===== src/rtl/core/c2p_pkg.sv =====
`timescale 1ns / 1ps

package c2p_pkg;

    // Rotation datapath: coordinates are scaled so that the input MSB lands on bit 60.
    localparam int CORDIC_W = 64;
    localparam int GUARD_TOP = 61;
    // Angle accumulator in units of pi/2^30.
    localparam int ANGLE_W = 32;
    localparam int MAG_W = 16;
    localparam int PHASE_W = 17;
    localparam int ROUND_SHIFT = 15;

    localparam logic signed [PHASE_W-1:0] PH_PI = 17'sd32768;
    localparam logic signed [PHASE_W-1:0] PH_HALF_PI = 17'sd16384;
    localparam logic signed [PHASE_W-1:0] PH_NEG_HALF_PI = -17'sd16384;
    localparam logic signed [PHASE_W-1:0] PH_NEG_PI = -17'sd32768;
    localparam logic signed [PHASE_W-1:0] PH_ZERO = 17'sd0;
    localparam logic signed [ANGLE_W-1:0] Z_HALF_PI = 32'sd536870912;

    // atan(2^-i) in units of pi/2^30, rounded to nearest.
    localparam logic [29:0] ATAN_UNITS [32] = '{
        30'd268435456, 30'd158466703, 30'd83729454, 30'd42502378, 30'd21333666,
        30'd10677233, 30'd5339919, 30'd2670123, 30'd1335082, 30'd667543,
        30'd333772, 30'd166886, 30'd83443, 30'd41722, 30'd20861, 30'd10430,
        30'd5215, 30'd2608, 30'd1304, 30'd652, 30'd326, 30'd163, 30'd81,
        30'd41, 30'd20, 30'd10, 30'd5, 30'd3, 30'd1, 30'd1, 30'd0, 30'd0
    };

    // Axis and origin cases bypass the rotation result.
    typedef struct packed {
        logic                        special;
        logic signed [PHASE_W-1:0]   phase;
    } t_side;

endpackage


===== src/rtl/core/c2p_post.sv =====
`timescale 1ns / 1ps

module c2p_post
    import c2p_pkg::*;
#(
    parameter int INPUT_WIDTH = 16
) (
    input  logic                              i_clk,
    input  logic                              i_rst_n,
    input  logic                              i_valid,
    output logic                              o_ready,
    input  logic signed [ANGLE_W-1:0]         i_z,
    input  logic [2*INPUT_WIDTH-1:0]          i_rem,
    input  logic [2*INPUT_WIDTH-1:0]          i_res,
    input  t_side                             i_side,
    output logic                              o_valid,
    input  logic                              i_ready,
    output logic [MAG_W-1:0]                  o_magnitude,
    output logic signed [PHASE_W-1:0]         o_phase
);

    localparam int W = INPUT_WIDTH;
    localparam int SW = (W + 1 > MAG_W + 1) ? W + 1 : MAG_W + 1;
    localparam logic [SW-1:0] MAG_MAX = SW'(17'h0FFFF);

    logic r_valid;
    logic [MAG_W-1:0] r_mag, n_mag;
    logic signed [PHASE_W-1:0] r_phase, n_phase;
    logic [W:0] w_round;
    logic [SW-1:0] w_wide;
    logic signed [ANGLE_W-1:0] w_zr, w_p;

    assign o_ready = !r_valid || i_ready;

    always_comb begin
        // Round to nearest: step up when the remainder exceeds the floor root.
        w_round = {1'b0, i_res[W-1:0]} + (W+1)'(i_rem > i_res);
        w_wide = SW'(w_round);
        n_mag = (w_wide > MAG_MAX) ? MAG_MAX[MAG_W-1:0] : w_wide[MAG_W-1:0];

        w_zr = i_z + ANGLE_W'(1 << (ROUND_SHIFT - 1));
        w_p = w_zr >>> ROUND_SHIFT;
        if (i_side.special) begin
            n_phase = i_side.phase;
        end else if (w_p > ANGLE_W'(PH_PI)) begin
            n_phase = PH_PI;
        end else if (w_p < ANGLE_W'(PH_NEG_PI)) begin
            n_phase = PH_NEG_PI;
        end else begin
            n_phase = w_p[PHASE_W-1:0];
        end
    end

    always_ff @(posedge i_clk) begin
        if (!i_rst_n) begin
            r_valid <= 1'b0;
        end else if (o_ready) begin
            r_valid <= i_valid;
        end
    end

    always_ff @(posedge i_clk) begin
        if (o_ready && i_valid) begin
            r_mag <= n_mag;
            r_phase <= n_phase;
        end
    end

    assign o_valid = r_valid;
    assign o_magnitude = r_mag;
    assign o_phase = r_phase;

endmodule


===== config.mk =====
export PLATFORM = sky130hd
export DESIGN_NAME = c2p_post
export DESIGN_NICKNAME = d
export VERILOG_FILES = /design/src/rtl/core/c2p_pkg.sv /design/src/rtl/core/c2p_post.sv
export SDC_FILE = /design/constraint.sdc
export NUM_CORES = 1
export LEC_CHECK = 0
export BUFFER_PORTS_ARGS = -buffer_cell sky130_fd_sc_hd__buf_2
export CORE_ASPECT_RATIO = 1.4
export CORE_MARGIN = 4
export CORE_UTILIZATION = 40
export CTS_CLUSTER_DIAMETER = 80
export DETAILED_ROUTE_END_ITERATION = 10
export GPL_TIMING_DRIVEN = 0
export PLACE_DENSITY = 0.8
export SYNTH_ARGS = -nofsm -noshare
export SYNTH_HDL_FRONTEND = slang
export SYNTH_SLANG_ARGS = --single-unit

===== constraint.sdc =====
create_clock -name i_clk -period 6.6 [get_ports i_clk]
set_input_delay 1.98 -clock i_clk [delete_from_list [all_inputs] [get_ports i_clk]]
set_output_delay 1.98 -clock i_clk [all_outputs]
set_load 0.03 [all_outputs]

### Yosys cells after proc, flatten, opt, wreduce, memory -nomap -nowiden

Cells that the tools add are included.

| word-level totals | value |
|---|---|
| bits in latches | 0 |
| bits in registers | 34 |
| logic and storage cells | 15 |
| RAM bits | 0 |
| bits of input ports | 118 |
| memories | 0 |
| output and inout bits | 35 |
| ROM bits | 0 |

| operators by class | value |
|---|---|
| divide/modulo/power cells | 0 |
| $mul | 0 |
| shifts and indexed selects | 0 |
| bitwise gates (word level) | 0 |
| equality and inequality tests | 0 |
| add/sub/neg operators | 2 |
| magnitude comparators | 4 |
| reduce and logical (&&, ||, !) cells | 3 |
| multiplexer cells | 3 |

Operator list:

| cell | number |
|---|---|
| 2-to-1 mux 17 bit | 3 |
| adder 32 x 16 -> 32 bit, second input constant | 1 |
| > comparator 32 bit | 1 |
| adder 16 x 1 -> 17 bit | 1 |
| > comparator 17 x 16 -> 1 bit, second input constant | 1 |
| > comparator 17 bit, second input constant | 1 |
| < comparator 17 x 16 -> 1 bit, second input constant | 1 |
| logical AND 1 bit | 1 |
| logical NOT 1 bit | 1 |
| logical OR 1 bit | 1 |

### Depth between registers and ports, before layout

| logic depth | value |
|---|---|
| depth after elaboration | 5 |
| gate-level depth with buffers | 16 |
| gate-level depth less buffers | 15 |

### Worst setup path before layout

Ideal clock, no wire load.

| timing | value |
|---|---|
| path type | input port to flip-flop |
| start point | input port i_res[13] |
| end point | register r_mag[10] (netlist: o_magnitude[10]), data pin |
| path slack | 1.861 ns |
| library setup time | 0.268 ns |
| stages on the path | 16 |
| arrival | 4.471 ns |
| cells stage by stage | inv_1 > ha_1 > a21o_1 > a21oi_1 > nor2b_1 > o31a_1 > nor4_1 > a21oi_1 > ha_1 > ha_1 > nand3_1 > nor2_1 > and2_1 > nand3_1 > clkbuf_1 > nand2_1 |

| between the ends | value |
|---|---|
| word-level cells in the longest chain between the ends | 3 |

Ends and longest elaborated chain:

| what | line | RTL |
|---|---|---|
| start: declaration | c2p_post.sv:14 | `input logic [2*INPUT_WIDTH-1:0] i_res,` |
| > comparator 32 bit | c2p_post.sv:37 | `w_round = {1'b0, i_res[W-1:0]} + (W+1)'(i_rem > i_res);` |
| adder 16 x 1 -> 17 bit (*) | c2p_post.sv:37 |  |
| > comparator 17 x 16 -> 1 bit | c2p_post.sv:39 | `n_mag = (w_wide > MAG_MAX) ? MAG_MAX[MAG_W-1:0] : w_wide[MAG_W-1:0];` |
| end signal: assignment | c2p_post.sv:64 | `r_mag <= n_mag;` |
| end: declaration | c2p_post.sv:27 | `logic [MAG_W-1:0] r_mag, n_mag;` |

Mark *: on every way between the ends. The rest lies on a longest branch, timed or not.
A chain may end at the register's enable or synchronous reset.

### Worst setup path in the final report

| timing | value |
|---|---|
| start point | input port i_res[13] |
| end point | register r_mag[11] (netlist: o_magnitude[11]), data pin |

Same word-level chain as after synthesis.

==> metrics <==
register area share after synthesis=0.327; reg2reg start=o_valid; antenna viol nets, final=0; vias in the first global route=2947; number of enable flip-flop cells after synthesis=33; per-cell routed wire length=14.0 µm; async set-reset flop share out of synthesis=0; Worst R2R Path Depth=2; post-cts resize count=0; I/O pin count=153; r2r endpoint=o_phase[7]; Die ar.=9220 µm²; GR Util All Layers=0.182; hold path cells=2; Remaining Overflow, GRT=0; Post-Route WL=8310 µm; Clk pwr share=0.244; worst rel slew slack=0.482; H-tree Lvls=2; DP Worst Slack=1.32 ns; reg2reg setup slack=5.15 ns; P_int=401 µW; Cell variety after synth=49; Worst Path Arrival=5.00 ns; worst-path fanout max=10; initial antenna violation count=1; Initial DRC Count=109; max-cap viol count=0; area grow syn2layout=28.5%; Setup violations, final=0; synthesized cell area=3090 µm²; Post-Syn Nets=506; Worst Hold Launch=o_valid; Setup Fix Bufs, Post-CTS=0; Synth area leaders=edfxtp_1, ha_1, nand2_1, xnor2_1, inv_1; required time of the critical path=6.61 ns; layout cell share with drive strength beyond 1=0.323; Port Buf Inserts=135; RSZ-0062 raised after global routing=no; Hold WC Path Type=reg -> reg; startpoint types=input pin; Yosys top cell area share=0.321; Die Wd=82.3 µm; # rows=37; Final Cycle Share=0.756; final hold viol count=0; Gate power share=0.317; setup TNS=0 ns; most common cell after layout, fill and taps aside=buf_2; largest net degree at the start of global routing=34; Core Footprint=7450 µm²; HPWL after DPL=7060 µm; Flop pwr share=0.440; minimum clock period=4.99 ns; Die Ht=112 µm; Final Skew=0.00810 ns; CTS tree=built; Hold Buf Count CTS=0; LEAKAGE=0.00188 µW; Post-Syn Instances=353; DRC=0; initial core utilization=0.415; worst hold endpoint=o_valid; most frequent cells in the layout=buf_2, nand2_1, inv_1, ha_1, edfxtp_1; prevailing post-synth register cell=edfxtp_1; clock root buffer=clkbuf_8; first-pass GRT wire length=13300 µm; Final nets=648; nature of the critical path endpoint=flip-flop; pwr/cell area=149 nW/µm²; Final Worst Setup Slack=1.61 ns; overall power=592 µW; critical path type=in -> reg; Initial DRT Pass Iterations=4; area leader, netlist=edfxtp_1; Worst-path clk slew=0.07 ns; Switching Fraction=0.322; register bit total from synthesis=34; clk_lat worst skew=0.29 ns; Net Sw Power=190 µW; Post-Syn Area per Cell=8.76 µm²; status=finished clean; clk sinks=34; Worst-Margin Slew=0.777 ns; GP Congestion=0.907; maximum clock frequency=0.200 GHz; Ys Warns=0; Worst VDD drop=0.122 mV; fin. max-slew vios=0; via count=2980; via density per instance=5.02; CTS buffer count=5; clock buffer depth=2
per-layer routing:
layer | track usage | vias up | wire length, µm
li1 | - | 1551 | -
met5 | 0 | - | 0
met4 | 0.0698 | 0 | 192
met2 | 0.312 | 97 | 4250
met1 | 0.216 | 1319 | 3240
met3 | 0.0385 | 13 | 630
layout make-up:
cell class / count / area [µm²]
Tap cell: 97 / 121
Fill cell: 715 / 3480
Multi-Input combinational cell: 271 / 1890
Inverter: 37 / 139
Clock buffer: 5 / 68.8
Sequential cell: 34 / 1010
Timing Repair Buffer: 135 / 676
Clock inverter: 3 / 11.3
Buffer: 11 / 57.6
Antenna cell: 1 / 2.50
cell families after synthesis:
family	after synthesis	synth area share
and+or+nand+nor	143	0.229
adders and majority gates	35	0.142
buffers and inverters	48	0.0635
AOI/OAI and AO/OA	66	0.162
xor gates and xnor gates	25	0.0708
muxes	2	0.00648
DFF	34	0.327
power by group through the flow:
stage	clock [µW]	sequential (µW)	combinational, µW
after floorplan	0	297	82.3
after global placement	0	265	183
after detailed placement	0	265	188
after CTS	147	261	189
after global routing	157	262	210
final	144	260	188
per-stage QoR:
step	hold WS, ns	instance area (µm²)	std cells	utilization
after floorplan	0.885	3090	353	-
after global placement	0.504	3890	585	0.522
after detailed placement	0.545	3890	585	0.522
after CTS	0.556	3970	593	0.532
after global routing	0.590	3970	594	0.533
final	0.544	3970	594	0.533
sequential cells by signal, indices dropped and copies added (netlist names):
signal and count:
o_magnitude 16, o_valid 1, o_phase 17
synthesized netlist by cell type (all sizes together), types with 3 or more instances:
| master | n |
|---|---|
| a21oi | 15 |
| a21boi | 17 |
| nor2 | 14 |
| buf | 4 |
| ha | 35 |
| clkbuf | 7 |
| inv | 37 |
| nor3 | 11 |
| nand2 | 58 |
| o21ai | 10 |
| nand2b | 4 |
| xnor2 | 17 |
| a21o | 4 |
| nand4 | 15 |
| nand3 | 17 |
| nor2b | 3 |
| and2 | 3 |
| o21a | 3 |
| xor2 | 8 |
| nor4 | 8 |
| edfxtp | 33 |
| a211oi | 3 |
worst max-delay path: stages:
cell and delay (ns):
buf_2 0.11, inv_1 0.12, ha_1 0.27, a21o_1 0.18, a21oi_1 0.14, nor2b_1 0.06
o31a_1 0.27, nor4_1 0.27, a21oi_1 0.13, ha_1 0.25, ha_1 0.26, nand3_1 0.10
nor2_1 0.06, and2_1 0.17, nand3_1 0.18, clkbuf_1 0.34, nand2_1 0.11
worst max path at each step:
stage	slack, ns	endpoint	startpoint
4_1_cts	1.61	o_magnitude[11]	i_res[13]
6_report	1.61	o_magnitude[11]	i_res[13]
5_1_grt	1.29	o_magnitude[11]	i_res[13]
3_5_place_dp	1.32	o_magnitude[11]	i_res[13]
3_3_place_gp	1.39	o_magnitude[13]	i_res[14]
2_1_floorplan	1.86	o_magnitude[10]	i_res[13]
Power figures use the tool's default switching activity.
