### config.mk
export PLATFORM = sky130hd
export DESIGN_NAME = c2p_cell
export DESIGN_NICKNAME = d
export VERILOG_FILES = /design/src/rtl/core/c2p_pkg.sv /design/src/rtl/core/c2p_cell.sv
export SDC_FILE = /design/constraint.sdc
export NUM_CORES = 1
export LEC_CHECK = 0
export ABC_AREA = 1
export BUFFER_PORTS_ARGS = -buffer_cell sky130_fd_sc_hd__buf_2
export CAP_MARGIN = 20
export CORE_AREA = 2 2 278 348
export DETAILED_ROUTE_END_ITERATION = 12
export DIE_AREA = 0 0 280 350
export SLEW_MARGIN = 10
export SYNTH_ARGS = -nofsm -noshare
export SYNTH_HDL_FRONTEND = slang
export SYNTH_SLANG_ARGS = --single-unit
export TNS_END_PERCENT = 20
### constraint.sdc
create_clock -name i_clk -period 18.7 [get_ports i_clk]
set_input_delay 3.74 -clock i_clk [delete_from_list [all_inputs] [get_ports i_clk]]
set_output_delay 3.74 -clock i_clk [all_outputs]
set_load 0.1 [all_outputs]
### src/rtl/core/c2p_pkg.sv
`timescale 1ns / 1ps

package c2p_pkg;

    // Rotation datapath: coordinates are scaled so that the input MSB lands on bit 60.
    localparam int CORDIC_W = 64;
    localparam int GUARD_TOP = 61;
    // Angle accumulator in units of pi/2^30.
    localparam int ANGLE_W = 32;
    localparam int MAG_W = 16;
    localparam int PHASE_W = 17;
    localparam int ROUND_SHIFT = 15;

    localparam logic signed [PHASE_W-1:0] PH_PI = 17'sd32768;
    localparam logic signed [PHASE_W-1:0] PH_HALF_PI = 17'sd16384;
    localparam logic signed [PHASE_W-1:0] PH_NEG_HALF_PI = -17'sd16384;
    localparam logic signed [PHASE_W-1:0] PH_NEG_PI = -17'sd32768;
    localparam logic signed [PHASE_W-1:0] PH_ZERO = 17'sd0;
    localparam logic signed [ANGLE_W-1:0] Z_HALF_PI = 32'sd536870912;

    // atan(2^-i) in units of pi/2^30, rounded to nearest.
    localparam logic [29:0] ATAN_UNITS [32] = '{
        30'd268435456, 30'd158466703, 30'd83729454, 30'd42502378, 30'd21333666,
        30'd10677233, 30'd5339919, 30'd2670123, 30'd1335082, 30'd667543,
        30'd333772, 30'd166886, 30'd83443, 30'd41722, 30'd20861, 30'd10430,
        30'd5215, 30'd2608, 30'd1304, 30'd652, 30'd326, 30'd163, 30'd81,
        30'd41, 30'd20, 30'd10, 30'd5, 30'd3, 30'd1, 30'd1, 30'd0, 30'd0
    };

    // Axis and origin cases bypass the rotation result.
    typedef struct packed {
        logic                        special;
        logic signed [PHASE_W-1:0]   phase;
    } t_side;

endpackage

### src/rtl/core/c2p_cell.sv
`timescale 1ns / 1ps

module c2p_cell
    import c2p_pkg::*;
#(
    parameter int INPUT_WIDTH = 16,
    parameter int STEP = 0,
    parameter bit ROT_EN = 1'b1,
    parameter bit ROOT_EN = 1'b1
) (
    input  logic                              i_clk,
    input  logic                              i_rst_n,
    input  logic                              i_valid,
    output logic                              o_ready,
    input  logic signed [CORDIC_W-1:0]        i_x,
    input  logic signed [CORDIC_W-1:0]        i_y,
    input  logic signed [ANGLE_W-1:0]         i_z,
    input  logic [2*INPUT_WIDTH-1:0]          i_rem,
    input  logic [2*INPUT_WIDTH-1:0]          i_res,
    input  t_side                             i_side,
    output logic                              o_valid,
    input  logic                              i_ready,
    output logic signed [CORDIC_W-1:0]        o_x,
    output logic signed [CORDIC_W-1:0]        o_y,
    output logic signed [ANGLE_W-1:0]         o_z,
    output logic [2*INPUT_WIDTH-1:0]          o_rem,
    output logic [2*INPUT_WIDTH-1:0]          o_res,
    output t_side                             o_side
);

    localparam int RW = 2 * INPUT_WIDTH;
    localparam int RSH = ROOT_EN ? 2 * (INPUT_WIDTH - 1 - STEP) : 0;
    localparam logic [RW-1:0] ROOT_BIT = RW'(1) << RSH;
    localparam logic signed [ANGLE_W-1:0] STEP_ANGLE = ANGLE_W'(ATAN_UNITS[STEP % 32]);

    logic r_valid;
    logic signed [CORDIC_W-1:0] r_x, r_y, n_x, n_y, w_dx, w_dy;
    logic signed [ANGLE_W-1:0] r_z, n_z;
    logic [RW-1:0] r_rem, r_res, n_rem, n_res, w_trial;
    t_side r_side;
    logic w_up;

    assign o_ready = !r_valid || i_ready;

    always_comb begin
        w_dx = i_y >>> STEP;
        w_dy = i_x >>> STEP;
        // Rotate clockwise while y is above the axis, otherwise counterclockwise.
        w_up = !i_y[CORDIC_W-1] && (i_y != '0);
        n_x = i_x;
        n_y = i_y;
        n_z = i_z;
        if (ROT_EN) begin
            if (w_up) begin
                n_x = i_x + w_dx;
                n_y = i_y - w_dy;
                n_z = i_z + STEP_ANGLE;
            end else begin
                n_x = i_x - w_dx;
                n_y = i_y + w_dy;
                n_z = i_z - STEP_ANGLE;
            end
        end

        // One digit of the restoring square root.
        w_trial = i_res + ROOT_BIT;
        n_rem = i_rem;
        n_res = i_res;
        if (ROOT_EN) begin
            if (i_rem >= w_trial) begin
                n_rem = i_rem - w_trial;
                n_res = (i_res >> 1) + ROOT_BIT;
            end else begin
                n_res = i_res >> 1;
            end
        end
    end

    always_ff @(posedge i_clk) begin
        if (!i_rst_n) begin
            r_valid <= 1'b0;
        end else if (o_ready) begin
            r_valid <= i_valid;
        end
    end

    always_ff @(posedge i_clk) begin
        if (o_ready && i_valid) begin
            r_x <= n_x;
            r_y <= n_y;
            r_z <= n_z;
            r_rem <= n_rem;
            r_res <= n_res;
            r_side <= i_side;
        end
    end

    assign o_valid = r_valid;
    assign o_x = r_x;
    assign o_y = r_y;
    assign o_z = r_z;
    assign o_rem = r_rem;
    assign o_res = r_res;
    assign o_side = r_side;

endmodule

== Word level (Yosys, flattened, before mapping) ==
Index checks and enable logic that the tools add are counted.
W data, S select, Z words.

* Register bits: 243
* Output and inout bits: 244

* Add/sub/neg operators: 8
* $lt $le $gt $ge: 1
* Muxes and demuxes: 5
* Reductions and logical operators: 6

{| class="wikitable"
|+ Operators by type and width
! kind !! number
|-
| $mux W64 || 2
|-
| $sub A64 B64 Y64 || 2
|-
| $add A64 B64 Y64 || 1
|-
| $mux W32 || 2
|-
| $reduce_bool A64 Y1 || 1
|-
| $add A31 B31 Y32 const B || 1
|-
| $add A32 B30 Y32 const B || 1
|-
| $add A32 B31 Y32 const B || 1
|-
| $ge A32 B32 Y1 || 1
|-
| $sub A32 B30 Y32 const B || 1
|-
| $sub A32 B32 Y32 || 1
|-
| $mux W31 || 1
|-
| $logic_and A1 B1 Y1 || 2
|-
| $logic_not A1 Y1 || 2
|-
| $logic_or A1 B1 Y1 || 1
|}

== Logic depth before layout (Yosys ltp) ==
* Depth after elaboration: 3
* Mapped depth: 18
* Gate-level depth less buffers: 17

== Worst setup path after synthesis ==
Ideal clock, no wire load.

* Path kind: input to register
* Start point: in i_valid
* End point: reg r_rem[0], in the netlist o_rem[0] (enable)
* Arrival time: 15.336 ns
* Data required time: 17.780 ns
* Path slack: 2.444 ns
* Cell stages on the path: 2
* Path buffers: 0
* Cells stage by stage: inv_1 > a21oi_1

* Cells in the longest elaborated chain, start to end: 1

{| class="wikitable"
|+ RTL lines
! element !! RTL line !! RTL
|-
| start: declaration || c2p_cell.sv:13 || <nowiki>input logic i_valid,</nowiki>
|-
| $logic_and A1 B1 Y1 || c2p_cell.sv:88 || <nowiki>if (o_ready && i_valid) begin</nowiki>
|-
| end signal: assignment || c2p_cell.sv:92 || <nowiki>r_rem <= n_rem;</nowiki>
|-
| end: declaration || c2p_cell.sv:39 || <nowiki>logic [RW-1:0] r_rem, r_res, n_rem, n_res, w_trial;</nowiki>
|}

No other way between the ends.
A chain may end at the register's enable or synchronous reset.

== Final worst setup path ==
* Start point: in i_ready
* End point: out o_ready

* Cells in the longest elaborated chain, start to end: 1

{| class="wikitable"
|+ RTL lines
! element !! RTL line !! RTL
|-
| start: declaration || c2p_cell.sv:22 || <nowiki>input logic i_ready,</nowiki>
|-
| $logic_or A1 B1 Y1 || c2p_cell.sv:43 || <nowiki>assign o_ready = !r_valid || i_ready;</nowiki>
|-
| end: declaration || c2p_cell.sv:14 || <nowiki>output logic o_ready,</nowiki>
|}

No other way between the ends.

==> results.cfg <==
[run_status]
status = complete, no violations

[placed_design]
place_ws_ps = 10590
place_hpwl_um = 112000
dpl-instance-area_um2 = 31600
port_buffers = 489
routabilityCongestion = 1.03

[logic_synthesis]
synth_area_um2 = 28200
async_flop_share = 0
ys_ff_latch = 242
yosysTopAreaCellShare = 0.257
syn_inst = 4597
synth_top_flop_cell = edfxtp_1
yosys-top-cells-area = edfxtp_1 (26%), nand2_1 (23%), inv_1 (13%)
synth_area_leader_cell = edfxtp_1
yosys_warnings = 0
synth_edf_count = 241
netlist_top_cells_count = nand2_1 (1,710), inv_1 (943), nand3_1 (337)
avgSynthCellArea_um2 = 6.14
yosysMostFrequentCell = nand2_1
synth_cell_types = 43
synth_seq_area_share = 0.257
synth_fp_nets = 5086

[route]
firstDrtPassIters = 7
dr.first_iter.drc_count = 2638
drc = 0
dr_total_vias = 30500
avgViaCountPerCell = 4.85
wl_um = 130000
drtAntennaViolNets = 0
route.detailed.wl_per_inst_um = 20.8

[pwr]
pwr_density_cell_nw_per_um2 = 78.3
switchingPower_uw = 1260
clkPwrFrac = 0.249
comb_power_share = 0.476
switching_share = 0.491
p_int_uw = 1300
power_frac_seq = 0.275
vdd_drop_max_v = 0.0000733
power_leakage_uw = 0.0179

[setup_path]
start_kind = primary input
worstSetupEndpointType = primary output
cp_data_required_time_ps = 14960
worstPathArrival_ps = 4370
crit_fanout = 2
path_class = in -> out
reg2reg_slack_ps = 16400

[floorplanning]
die_w_um = 280
dieArea_um2 = 98000
initial_core_util = 0.299
rows = 126
core_area_um2 = 94400
io_pins = 490
dieHeight_um = 350

[clock_network]
clock-sinks = 242
clock_path_buffers = 3
cts_setup_buffers = 0
cts_buffers = 29
clkLatencyLatePin_ps = 620
htree_levels = 1
path_clk_slew_ps = 60
root_buffer = clkbuf_16
cts-resized-gates = 0
cts_tree = yes
holdBufCountCts = 0

[hold_path]
worstHoldPathType = reg -> reg

[sta]
setup_ws_ps = 10590
setup-tns-final_ps = 0
drv_slew = 0
period_share = 0.433
rsz0062_at_grt = false
setup_viol = 0
fmax_mhz = 123
worst_slew_pin_slew_ps = 1140
maxSlewHeadroom = 0.239
hold_viol = 0
finalCriticalPeriod_ps = 8110
hold_slack_ps = 546
fin_skew_ps = 10.3

[grt]
grt_pass1_wl_um = 185000
grt.overflow.total = 0
antenna_found_initial = 23
grt_pass1_vias = 29100
grt_max_degree = 155
track_usage = 0.256

[cells_and_area]
area_delta_synth_final_pct = 15.8
fin_nets = 5517
final_area_um2 = 32700
post-route-util = 0.346
drive_gt1_frac = 0.130

[job]
maxCapViolations = 0
==> power by group through the flow <==
stage / Sequential, µW / Clock [µW] / Combinational (µW)
floorplan: 1090 / 0 / 511
global placement: 720 / 0 / 1200
detailed placement: 718 / 0 / 1210
CTS: 708 / 653 / 1210
global route: 709 / 670 / 1300
finish: 703 / 636 / 1220
==> per-stage QoR <==
| step | instances | power [µW] |
|---|---|---|
| after floorplan | 4597 | 1600 |
| after global placement | 6213 | 1920 |
| after detailed placement | 6213 | 1920 |
| after CTS | 6266 | 2570 |
| after global routing | 6271 | 2680 |
| final | 6280 | 2560 |
==> final cells by class <==
| class | instances | area (µm²) |
|---|---|---|
| multi-input combinational | 3310 | 16700 |
| clock buffer | 34 | 774 |
| tap | 1216 | 1520 |
| timing repair buffer | 495 | 2500 |
| sequential | 242 | 7260 |
| clock inverter | 19 | 268 |
| antenna | 14 | 35.0 |
| inverter | 950 | 3570 |
| fill | 10600 | 61800 |
==> kinds of logic after synthesis <==
kind of cell,after synthesis,share of synthesized area
and+or+nand+nor,2558,0.376
buffers and inverters,1045,0.150
AOI/OAI and AO/OA,421,0.0807
adders and majority gates,243,0.109
DFF,242,0.257
xor gates and xnor gates,88,0.0273
==> worst max-delay path: stages <==
cell	delay [ps]
buf_2	80
inv_1	60
nand2_1	70
buf_2	420
==> flip-flops by register name, indices dropped and copies added (netlist names) <==
| signal | count |
|---|---|
| o_y | 64 |
| o_x | 63 |
| o_rem | 32 |
| o_res | 32 |
| o_z | 32 |
| o_side | 18 |
| o_valid | 1 |
==> path summary, 6_finish.rpt <==
path | startpoint | cells after the start | end
min | o_valid | 2 | o_valid
max reg2reg | o_valid | 2 | o_y[36]
max | i_ready | 4 | o_ready
min reg2reg | o_valid | 2 | o_valid
==> routing by layer <==
metal  wire length [µm]  vias to the layer above  part of all wire  track usage
met1              51500                    13900              0.40        0.306
met3               9880                      229             0.076       0.0363
li1                   -                    15000                 -            -
met4               5840                       12             0.045        0.108
met2              63000                     1252              0.48        0.454
met5                 61                        -           0.00047            0
==> cell usage in the layout, fill, tap and decap left out, drive strengths merged, types with 5 or more instances in the layout <==
cell type | synthesis | routed
diode | 0 | 14
bufinv | 0 | 5
o21a | 6 | 6
edfxtp | 241 | 241
clkbuf | 8 | 34
xnor2 | 16 | 16
inv | 950 | 956
nor4 | 8 | 8
ha | 239 | 239
nand2 | 1726 | 1726
o21ai | 172 | 172
nor2 | 354 | 354
a21oi | 214 | 214
or2 | 8 | 8
nor3 | 39 | 39
nand3b | 13 | 13
xor2 | 72 | 72
clkinv | 0 | 5
a21o | 6 | 6
buf | 87 | 495
nand3 | 343 | 343
o21bai | 21 | 21
nand4 | 63 | 63
(Power assumes the default switching activity.)
