--- src/rtl/core/c2p_pkg.sv ---
`timescale 1ns / 1ps

package c2p_pkg;

    // Rotation datapath: coordinates are scaled so that the input MSB lands on bit 60.
    localparam int CORDIC_W = 64;
    localparam int GUARD_TOP = 61;
    // Angle accumulator in units of pi/2^30.
    localparam int ANGLE_W = 32;
    localparam int MAG_W = 16;
    localparam int PHASE_W = 17;
    localparam int ROUND_SHIFT = 15;

    localparam logic signed [PHASE_W-1:0] PH_PI = 17'sd32768;
    localparam logic signed [PHASE_W-1:0] PH_HALF_PI = 17'sd16384;
    localparam logic signed [PHASE_W-1:0] PH_NEG_HALF_PI = -17'sd16384;
    localparam logic signed [PHASE_W-1:0] PH_NEG_PI = -17'sd32768;
    localparam logic signed [PHASE_W-1:0] PH_ZERO = 17'sd0;
    localparam logic signed [ANGLE_W-1:0] Z_HALF_PI = 32'sd536870912;

    // atan(2^-i) in units of pi/2^30, rounded to nearest.
    localparam logic [29:0] ATAN_UNITS [32] = '{
        30'd268435456, 30'd158466703, 30'd83729454, 30'd42502378, 30'd21333666,
        30'd10677233, 30'd5339919, 30'd2670123, 30'd1335082, 30'd667543,
        30'd333772, 30'd166886, 30'd83443, 30'd41722, 30'd20861, 30'd10430,
        30'd5215, 30'd2608, 30'd1304, 30'd652, 30'd326, 30'd163, 30'd81,
        30'd41, 30'd20, 30'd10, 30'd5, 30'd3, 30'd1, 30'd1, 30'd0, 30'd0
    };

    // Axis and origin cases bypass the rotation result.
    typedef struct packed {
        logic                        special;
        logic signed [PHASE_W-1:0]   phase;
    } t_side;

endpackage

--- src/rtl/core/c2p_prep.sv ---
`timescale 1ns / 1ps

module c2p_prep
    import c2p_pkg::*;
#(
    parameter int INPUT_WIDTH = 16
) (
    input  logic                              i_clk,
    input  logic                              i_rst_n,
    input  logic                              i_valid,
    output logic                              o_ready,
    input  logic signed [INPUT_WIDTH-1:0]     i_x_coord,
    input  logic signed [INPUT_WIDTH-1:0]     i_y_coord,
    output logic                              o_valid,
    input  logic                              i_ready,
    output logic signed [CORDIC_W-1:0]        o_x,
    output logic signed [CORDIC_W-1:0]        o_y,
    output logic signed [ANGLE_W-1:0]         o_z,
    output logic [2*INPUT_WIDTH-1:0]          o_rem,
    output t_side                             o_side
);

    localparam int W = INPUT_WIDTH;
    localparam int GS = GUARD_TOP - INPUT_WIDTH;

    logic r_v0, r_v1, r_v2;
    logic w_rdy0, w_rdy1, w_rdy2;

    logic [W-1:0] r_ax, r_ay;
    logic [2*W-1:0] r_sqx, r_sqy, r_sum;
    logic signed [CORDIC_W-1:0] r_x0, r_y0, r_x1, r_y1, r_x2, r_y2;
    logic signed [ANGLE_W-1:0] r_z0, r_z1, r_z2;
    t_side r_s0, r_s1, r_s2;

    logic signed [CORDIC_W-1:0] n_x, n_y, w_xs, w_ys;
    logic signed [ANGLE_W-1:0] n_z;
    logic signed [W:0] w_xe, w_ye, w_xn, w_yn;
    logic [W-1:0] n_ax, n_ay;
    t_side n_side;
    logic w_x_zero, w_y_zero;

    assign w_rdy2 = !r_v2 || i_ready;
    assign w_rdy1 = !r_v1 || w_rdy2;
    assign w_rdy0 = !r_v0 || w_rdy1;
    assign o_ready = w_rdy0;

    always_comb begin
        w_xs = CORDIC_W'(i_x_coord) <<< GS;
        w_ys = CORDIC_W'(i_y_coord) <<< GS;
        // Fold the left half plane onto the right one with a quarter turn.
        if (i_x_coord[W-1]) begin
            if (!i_y_coord[W-1]) begin
                n_x = w_ys;
                n_y = -w_xs;
                n_z = Z_HALF_PI;
            end else begin
                n_x = -w_ys;
                n_y = w_xs;
                n_z = -Z_HALF_PI;
            end
        end else begin
            n_x = w_xs;
            n_y = w_ys;
            n_z = '0;
        end

        w_xe = (W+1)'(i_x_coord);
        w_ye = (W+1)'(i_y_coord);
        w_xn = -w_xe;
        w_yn = -w_ye;
        n_ax = i_x_coord[W-1] ? w_xn[W-1:0] : w_xe[W-1:0];
        n_ay = i_y_coord[W-1] ? w_yn[W-1:0] : w_ye[W-1:0];

        w_x_zero = (i_x_coord == '0);
        w_y_zero = (i_y_coord == '0);
        n_side.special = w_x_zero || w_y_zero;
        if (w_x_zero) begin
            if (w_y_zero) begin
                n_side.phase = PH_ZERO;
            end else if (i_y_coord[W-1]) begin
                n_side.phase = PH_NEG_HALF_PI;
            end else begin
                n_side.phase = PH_HALF_PI;
            end
        end else if (w_y_zero && i_x_coord[W-1]) begin
            n_side.phase = PH_PI;
        end else begin
            n_side.phase = PH_ZERO;
        end
    end

    always_ff @(posedge i_clk) begin
        if (!i_rst_n) begin
            r_v0 <= 1'b0;
            r_v1 <= 1'b0;
            r_v2 <= 1'b0;
        end else begin
            if (w_rdy0) r_v0 <= i_valid;
            if (w_rdy1) r_v1 <= r_v0;
            if (w_rdy2) r_v2 <= r_v1;
        end
    end

    always_ff @(posedge i_clk) begin
        if (w_rdy0 && i_valid) begin
            r_ax <= n_ax;
            r_ay <= n_ay;
            r_x0 <= n_x;
            r_y0 <= n_y;
            r_z0 <= n_z;
            r_s0 <= n_side;
        end
        if (w_rdy1 && r_v0) begin
            r_sqx <= (2*W)'(r_ax) * (2*W)'(r_ax);
            r_sqy <= (2*W)'(r_ay) * (2*W)'(r_ay);
            r_x1 <= r_x0;
            r_y1 <= r_y0;
            r_z1 <= r_z0;
            r_s1 <= r_s0;
        end
        if (w_rdy2 && r_v1) begin
            r_sum <= r_sqx + r_sqy;
            r_x2 <= r_x1;
            r_y2 <= r_y1;
            r_z2 <= r_z1;
            r_s2 <= r_s1;
        end
    end

    assign o_valid = r_v2;
    assign o_x = r_x2;
    assign o_y = r_y2;
    assign o_z = r_z2;
    assign o_rem = r_sum;
    assign o_side = r_s2;

endmodule

--- config.mk ---
export PLATFORM = sky130hd
export DESIGN_NAME = c2p_prep
export DESIGN_NICKNAME = d
export VERILOG_FILES = /design/src/rtl/core/c2p_pkg.sv /design/src/rtl/core/c2p_prep.sv
export SDC_FILE = /design/constraint.sdc
export NUM_CORES = 1
export LEC_CHECK = 0
export BUFFER_PORTS_ARGS = -buffer_cell sky130_fd_sc_hd__clkbuf_2
export CAP_MARGIN = 20
export CORE_UTILIZATION = 45
export CTS_CLUSTER_DIAMETER = 50
export DETAILED_ROUTE_END_ITERATION = 8
export RECOVER_POWER = 25
export SLEW_MARGIN = 10
export SYNTH_ARGS = -nofsm -noshare
export SYNTH_HDL_FRONTEND = slang
export SYNTH_SLANG_ARGS = --single-unit
--- constraint.sdc ---
create_clock -name i_clk -period 14.08 [get_ports i_clk]
set_input_delay 0.704 -clock i_clk [delete_from_list [all_inputs] [get_ports i_clk]]
set_output_delay 0.704 -clock i_clk [all_outputs]
set_load 0.01 [all_outputs]
# Yosys cells after proc, flatten, opt, wreduce, memory -nomap -nowiden
# Index checks and enable logic that the tools add are counted.
word_totals:
  register_bits: 665
  latch_bits: 0
  ramBits: 0
  romBits: 0
  inputBits: 36
  output_inout_bits: 212
  elab_cells: 61
  memories: 0
classes:
  addsub: 5
  mul: 2
  div: 0
  n_lt_le_gt_ge: 0
  n_eq_ne: 0
  shift: 0
  n_mux: 11
  bitwise_logic: 1
  reduce_logical: 15
ops:
  columns: ["operator", "n"]
  rows:
  - ["64-bit 2-to-1 mux", 2]
  - ["61-bit negator with 64-bit output", 2]
  - ["60-bit 2-to-1 mux", 2]
  - ["16-bit by 16-bit multiplier with 32-bit output", 2]
  - ["17-bit 2-to-1 mux", 3]
  - ["32-bit adder", 1]
  - ["16-bit zero test", 2]
  - ["32-bit 2-to-1 mux", 1]
  - ["16-bit negator", 2]
  - ["15-bit 2-to-1 mux", 2]
  - ["16-bit 2-to-1 mux", 1]
  - ["1-bit logical AND", 4]
  - ["1-bit logical OR", 4]
  - ["1-bit zero test", 3]
  - ["2-bit AND reduction", 1]
  - ["2-bit OR reduction", 1]
  - ["1-bit inverter", 1]

# Longest topological paths before layout
# Gate-level depths: netlist (run 1).
logic_depth:
  ltp_word: 5
  depth_mapped: 24
  ltp_nobuf: 22

# Worst setup path before layout (run 1)
# OpenSTA, ideal clock, no wires.
synth_path:
  kind: "input-to-reg"
  from: "input i_ready"
  to: "register r_s1[14] (netlist name) (enable)"
  setup_ns: 0.733
  arrival_ns: 8.469
  required_time_ns: 13.347
  setup_slack_ns: 4.878
  cell_stages: 2
  n_path_buf: 0
  path_cell_list: "nor2b_1 > a21boi_0"
synth_via:
  elab_chain_len: 3
synth_lines:
  columns: ["item", "line", "source"]
  rows:
  - ["start, declared", "c2p_prep.sv:15", "input logic i_ready,"]
  - ["1-bit logical OR", "c2p_prep.sv:42", "assign w_rdy2 = !r_v2 || i_ready;"]
  - ["1-bit logical OR", "c2p_prep.sv:43", "assign w_rdy1 = !r_v1 || w_rdy2;"]
  - ["1-bit logical AND", "c2p_prep.sv:113", "if (w_rdy1 && r_v0) begin"]
  - ["end signal, assigned", "c2p_prep.sv:119", "r_s1 <= r_s0;"]
  - ["end, declared", "c2p_prep.sv:33", "t_side r_s0, r_s1, r_s2;"]
# Every way passes these cells.
# A chain may end at the register's enable or synchronous reset.

# Worst setup path after layout (run 1)
layout_path:
  from: "register r_ay[4]"
  to: "register r_sqy[30], data pin"
layout_via:
  elab_chain_len: 1
layout_lines:
  columns: ["item", "line", "source"]
  rows:
  - ["start, declared", "c2p_prep.sv:29", "logic [W-1:0] r_ax, r_ay;"]
  - ["start signal, assigned", "c2p_prep.sv:107", "r_ay <= n_ay;"]
  - ["16-bit by 16-bit multiplier with 32-bit output", "c2p_prep.sv:115", "r_sqy <= (2*W)'(r_ay) * (2*W)'(r_ay);"]
  - ["end signal, assigned", "c2p_prep.sv:115", null]
  - ["end, declared", "c2p_prep.sv:30", "logic [2*W-1:0] r_sqx, r_sqy, r_sum;"]
# Every way passes these cells.

==> flow_summary.yaml, run 1 <==
status:
  status: "complete, but fails checks"
  failed_checks: "capacitance limit, slew limit"
critical_path:
  path_cells: "nand2_1, inv_1, fa_1, inv_1, fa_1, inv_1, fa_1, fa_1, fa_1, inv_1, fa_1, inv_1, ha_1, a21o_1, a21oi_1, o21a_1, o221ai_1, a2111oi_0, o41ai_1, xor2_1"
  worstSetupStartpoint: "r_ay[4]"
  worst-path-max-fanout: 18
  crit_path_end_kind: "flop"
  critPathKind: "reg2reg"
  r2r-start: "r_ay[4]"
  max_stage_delay_ns: 0.71
  cp_num_buf_inv: 5
  cp.arrival_ns: 7.09
  required_ns: 14.33
  cp_common_cell: "fa_1"
  crit_family: "adder cells"
  crit_path_top_delay_cell: "edfxtp_1"
  critPathLaunchType: "flop"
cts:
  postCtsSetupRepairBufs: 0
  cts-hold-fix-buffers: 0
  root_buffer: "clkbuf_16"
  clk_path_buf_depth: 3
  cts_sinks: 261
  clk_pin_slew_ns: 0.06
  tritoncts: "yes"
  clk_latency_ns: 0.55
  htree_levels: 2
  post_cts_resized: 0
  cts_made_buffers: 36
grt:
  gr-usage-met3_pct: 3.630
  grt_pass1_wl_um: 96110
  grt_start_max_net_pins: 79
  grtUsageTotal_pct: 20.43
  grt_use_met1_pct: 27.72
  met2_usage_pct: 34.06
  grt_pass1_vias: 17920
  antenna_found_initial: 1
  grt-busiest-layer: "met2"
  grt-ovfl-total: 0
detailed_routing:
  final_antenna_net_count: 0
  via_per_inst: 4.973
  wire_per_inst_um: 17.29
  drtIter0Drc: 984
  via_count: 17060
  wl_um: 59290
  drtPass1Iterations: 5
  drc: 0
synth:
  synth-main-ff-cell: "edfxtp_1"
  ys_ff_latch: 261
  ys_types: 66
  synth-simple-area-share_pct: 9.620
  syn_area_per_cell_um2: 10.40
  netlist.area_leader.share_pct: 29.18
  synth_xor_area_share_pct: 4.553
  synth_top_family_by_area: "adder cells"
  synth_edf_count: 258
  ys_top_cells_by_area: "edfxtp_1, fa_1, ha_1, inv_1, buf_4"
  ys_async_sr_fraction_pct: 0
  synth_top_cell_by_area: "edfxtp_1"
  syn_area_mm2: 0.02655
  synth_cells: 2553
  synth_compound_area_share_pct: 7.362
  muxShareOfSynthArea_pct: 0.7918
  yosysWarnings: 0
  yosysSeqAreaShare_pct: 29.41
  synth-adder-area-share_pct: 35.89
floorplanning:
  ios: 248
  die_w_um: 244.9
  die_h_um: 244.9
  dieArea_mm2: 0.05997
  num_rows: 88
  initial_core_util_pct: 45.75
  core_mm2: 0.05803
final_layout:
  areaGrowthSynthToFinish_pct: 7.419
  drive_gt1_share_pct: 8.030
  insertedDiodeCount: 0
  layout.cells.non_filler: 3430
  nets: 3238
placement:
  place_ws_ns: 7.246
  io_buffers: 114
  dp_cells: 3363
  gp_congestion: 0.8714
  dp.final_hpwl_um: 48000
sta:
  skew_ns: 0.03037
  finalWorstSetupSlack_ns: 7.243
  rsz0062_at_grt: "no"
  min_period_over_period_pct: 48.56
  max_freq_mhz: 146.3
  fin_tns_setup_ns: 0
  finalWorstPathRequiredPeriod_ns: 6.837
  worst_slew_pin_slew_ns: 2.919
  final-setup-viol-count: 0
  max_slew_margin_pct: -94.59
  finalHoldViolCount: 0
  report.final.slew_viol_count: 100
worst_hold_path:
  hold_class: "in2reg"
  hp-start: "i_rst_n"
flow_run:
  drv_cap: 3
==> area by class of cell <==
cell class / instances / area (µm²)
inverter: 531 / 1993
tap: 765 / 957.2
multi-input combinational: 1688 / 15960
clock inverter: 25 / 234.0
sequential: 261 / 7807
fill: 5390 / 29510
clock buffer: 40 / 915.9
timing repair buffer: 120 / 648.1
==> synth_stat cells (all sizes together), types with 14 or more instances <==
| master | number |
|---|---|
| inv | 531 |
| fa | 329 |
| edfxtp | 258 |
| ha | 235 |
| nand2 | 200 |
| buf | 139 |
| a21oi | 109 |
| xnor2 | 103 |
| nor2 | 97 |
| and2 | 96 |
| clkbuf | 68 |
| o21ai | 57 |
| a21o | 37 |
| xor2 | 35 |
| nand3 | 22 |
| nor2b | 20 |
| o21a | 18 |
| mux2 | 16 |
| o21bai | 14 |
==> stage by stage <==
stage	hold slack [ns]	area [µm²]	util [%]
floorplan	0.4003	27050	-
global placement	0.4014	27350	47.14
detailed placement	0.4045	27350	47.14
CTS	0.3578	28500	49.12
global route	0.3805	28520	49.14
finish	0.3802	28520	49.14
==> registers in the layout, summed over array words and instances (netlist names), 4 cells and up <==
name	cells
o_rem	32
r_sqx	31
r_sqy	31
o_x	19
o_y	19
r_x0	19
r_x1	19
r_y0	19
r_y1	19
r_ax	16
r_ay	16
o_side	4
r_s0	4
r_s1	4
==> final timing paths <==
check,endpoint,slack (ns),depth (start not counted)
max reg2reg,r_sqy[30],7.24,20
min,o_valid,0.38,2
max,r_sqy[30],7.24,20
min reg2reg,o_y[62],0.41,0
==> logic make-up (layout without fill, tap and decap cells) <==
group,Yosys count,count (layout)
flip-flops,261,261
AO/OA/AOI/OAI,310,310
buffers and inverters,738,716
adder cells (fa/ha/maj),564,564
other,1,135
XOR/XNOR,138,138
AND/OR/NAND/NOR,522,522
multiplexers,19,19
==> routing by layer <==
metal | routed length [µm] | share of wire [%] | vias up
li1 | - | - | 8069
met4 | 1124 | 1.9 | 0
met5 | 0 | 0 | -
met3 | 3546 | 6.0 | 73
met2 | 28210 | 48 | 489
met1 | 26420 | 45 | 8426
==> placed cells by master, fill, tap and decap left out, types with 36 or more instances in the layout <==
cell       count
a21o_1        37
conb_1       135
nor2_1        97
inv_1        531
clkbuf_16     36
and2_1        95
o21ai_0       54
clkbuf_2     111
a21oi_1      109
edfxtp_1     258
xnor2_1      103
nand2_1      200
ha_1         235
fa_1         329
Power of run 1 is not shown: default switching activity piles up to over one toggle a cycle in this logic, so the estimate is an artifact.
==> inputs of run 2 (changes only) <==
Settings changed: PLACE_DENSITY set to 0.66.
Clock period 14.08 ns to 5.96 ns, I/O delays scaled along.
==> run 2 against run 1 <==
  * The flow still finishes with violations (capacitance limit, slew limit)
  * Via count grew 7.4%
  * First-iteration DRC count shrank 17%
  * Global-route usage grew 0.44 points
  * Non-clock buffer count grew 250
  * Sequential cell count is the same
  * Core utilization grew 4.8 points
  * Clock skew grew 0.0034 ns
  * Cell count grew 7.2%
  * Critical path type unchanged
  * Critical endpoint is now r_sqx[30]
==> flow_summary.yaml, run 2 (synthesis results as in run 1) <==
status:
  status: "complete, but fails checks"
  failed_checks: "capacitance limit, slew limit"
floorplanning:
  core_mm2: 0.05803
  ios: 248
  dieArea_mm2: 0.05997
  initial_core_util_pct: 45.75
  die_w_um: 244.9
  num_rows: 88
  die_h_um: 244.9
cts:
  cts_made_buffers: 35
  cts_sinks: 261
  clk_latency_ns: 0.55
  htree_levels: 2
  tritoncts: "yes"
  clk_path_buf_depth: 3
  clk_pin_slew_ns: 0.06
  root_buffer: "clkbuf_16"
final_layout:
  post-route-util_pct: 53.94
  stdcell_area_mm2: 0.03130
  insertedDiodeCount: 0
  areaGrowthSynthToFinish_pct: 17.89
  final_cell_mix: "inv_1, fa_1, edfxtp_1"
  largest_register_ffs: 32
  drive_gt1_share_pct: 19.57
  final_common_cell: "inv_1"
  nets: 3487
grt:
  grt_pass1_wl_um: 99050
  grt_start_max_net_pins: 65
  grtUsageTotal_pct: 20.87
  grt_pass1_vias: 19410
  grt-ovfl-total: 0
  antenna_found_initial: 1
critical_path:
  r2r-start: "r_ax[10]"
  max_stage_delay_ns: 0.53
  cp_num_buf_inv: 8
  crit_family: "adder cells"
  cp.arrival_ns: 6.17
  cp_common_cell: "fa_1"
  crit_path_top_delay_cell: "fa_1"
  timing.rr.end: "r_sqx[30]"
  cp_num_cells: 23
  critPathKind: "reg2reg"
  reg2reg_slack_ns: 0.06
  rr_worst_depth: 23
  crit_path_end_kind: "flop"
  worstSetupStartpoint: "r_ax[10]"
  worst-path-max-fanout: 4
  path_cells: "buf_6, and2_4, fa_1, inv_1, fa_1, inv_1, fa_1, inv_1, fa_1, inv_1, fa_1, inv_2, fa_1, inv_2, ha_4, buf_4, o21a_1, nor2_2, nor2_2, a311o_1, a221o_1, o21ai_1, xnor2_1"
  critPathLaunchType: "flop"
  required_ns: 6.24
sta:
  max_slew_margin_pct: -14.05
  worst_hold_slack_ns: 0.06033
  max_freq_mhz: 169.6
  finalWorstPathRequiredPeriod_ns: 5.898
  report.final.slew_viol_count: 67
  finalHoldViolCount: 0
  skew_ns: 0.03372
  final-setup-viol-count: 0
  min_period_over_period_pct: 98.96
  rsz0062_at_grt: "yes"
  worst_slew_pin_slew_ns: 1.711
detailed_routing:
  drtIter0Drc: 821
  via_per_inst: 4.980
  wl_um: 61390
  via_count: 18320
  drtPass1Iterations: 5
  wire_per_inst_um: 16.69
  drc: 0
  final_antenna_net_count: 0
worst_hold_path:
  hp-start: "i_valid"
  min_to: "r_v0"
  hold_class: "in2reg"
  min_path_cells: 3
flow_run:
  drv_cap: 2
placement:
  dp.final_hpwl_um: 49820
  io_buffers: 114
  placed_cell_area_mm2: 0.02891
  gp_congestion: 0.9119
[run 2: how the worst max path moves through the flow]
stage	end	slack, ns
final	r_sqx[30]	0.06
after CTS	r_sqy[31]	-0.01
after global routing	r_sqx[30]	-0.10
after detailed placement	r_sqy[31]	-0.26
after floorplan	r_sqx[26]	0.003
after global placement	r_sqy[31]	-0.16
[run 2: final cells by class]
type                       instances  area [µm²]
clock buffer                      42       902.1
clock inverter                    21       264.0
multi-input combinational       1688       16730
fill                            5061       26730
tap                              765       957.2
inverter                         531        1993
timing repair buffer             370        2645
sequential                       261        7807
[run 2: layer usage]
| layer | wire [µm] | vias to the layer above | part of all wire (%) | global-route usage [%] |
|---|---|---|---|---|
| met5 | 13 | - | 0.021 | 0 |
| met1 | 26150 | 9160 | 43 | 27.08 |
| met4 | 1726 | 2 | 2.8 | 5.938 |
| met2 | 29980 | 485 | 49 | 35.69 |
| met3 | 3516 | 100 | 5.7 | 3.685 |
| li1 | - | 8571 | - | - |
[run 2: through the flow]
step           cells  setup WS [ns]  setup TNS, ns
5_1_grt         3678        -0.1018        -0.4645
3_3_place_gp    3561        -0.1589        -0.4730
2_1_floorplan   2687       0.002695              0
6_report        3678        0.06218              0
4_1_cts         3639       -0.01339       -0.01339
3_5_place_dp    3561        -0.2568         -1.057
[run 2: worst register-to-register path: cells and delay by family (launching register included)]
family	cells	cell delay, ns
adders and majority gates	7	3.21
buffers and inverters	8	0.59
xor gates and xnor gates	1	0.08
DFF	1	0.46
and+or+nand+nor	3	0.33
AOI/OAI and AO/OA	4	0.96
[run 2: timing repair]
item,in CTS,in global routing
cloned,0,2
endpoints found under the hold margin,4,0
hold buffers,2,0
gates resized for setup,48,164
pin swaps,30,106
endpoints found under the setup margin,14,28
buffers inserted,13,38
Power of run 2 is left out for the same reason.
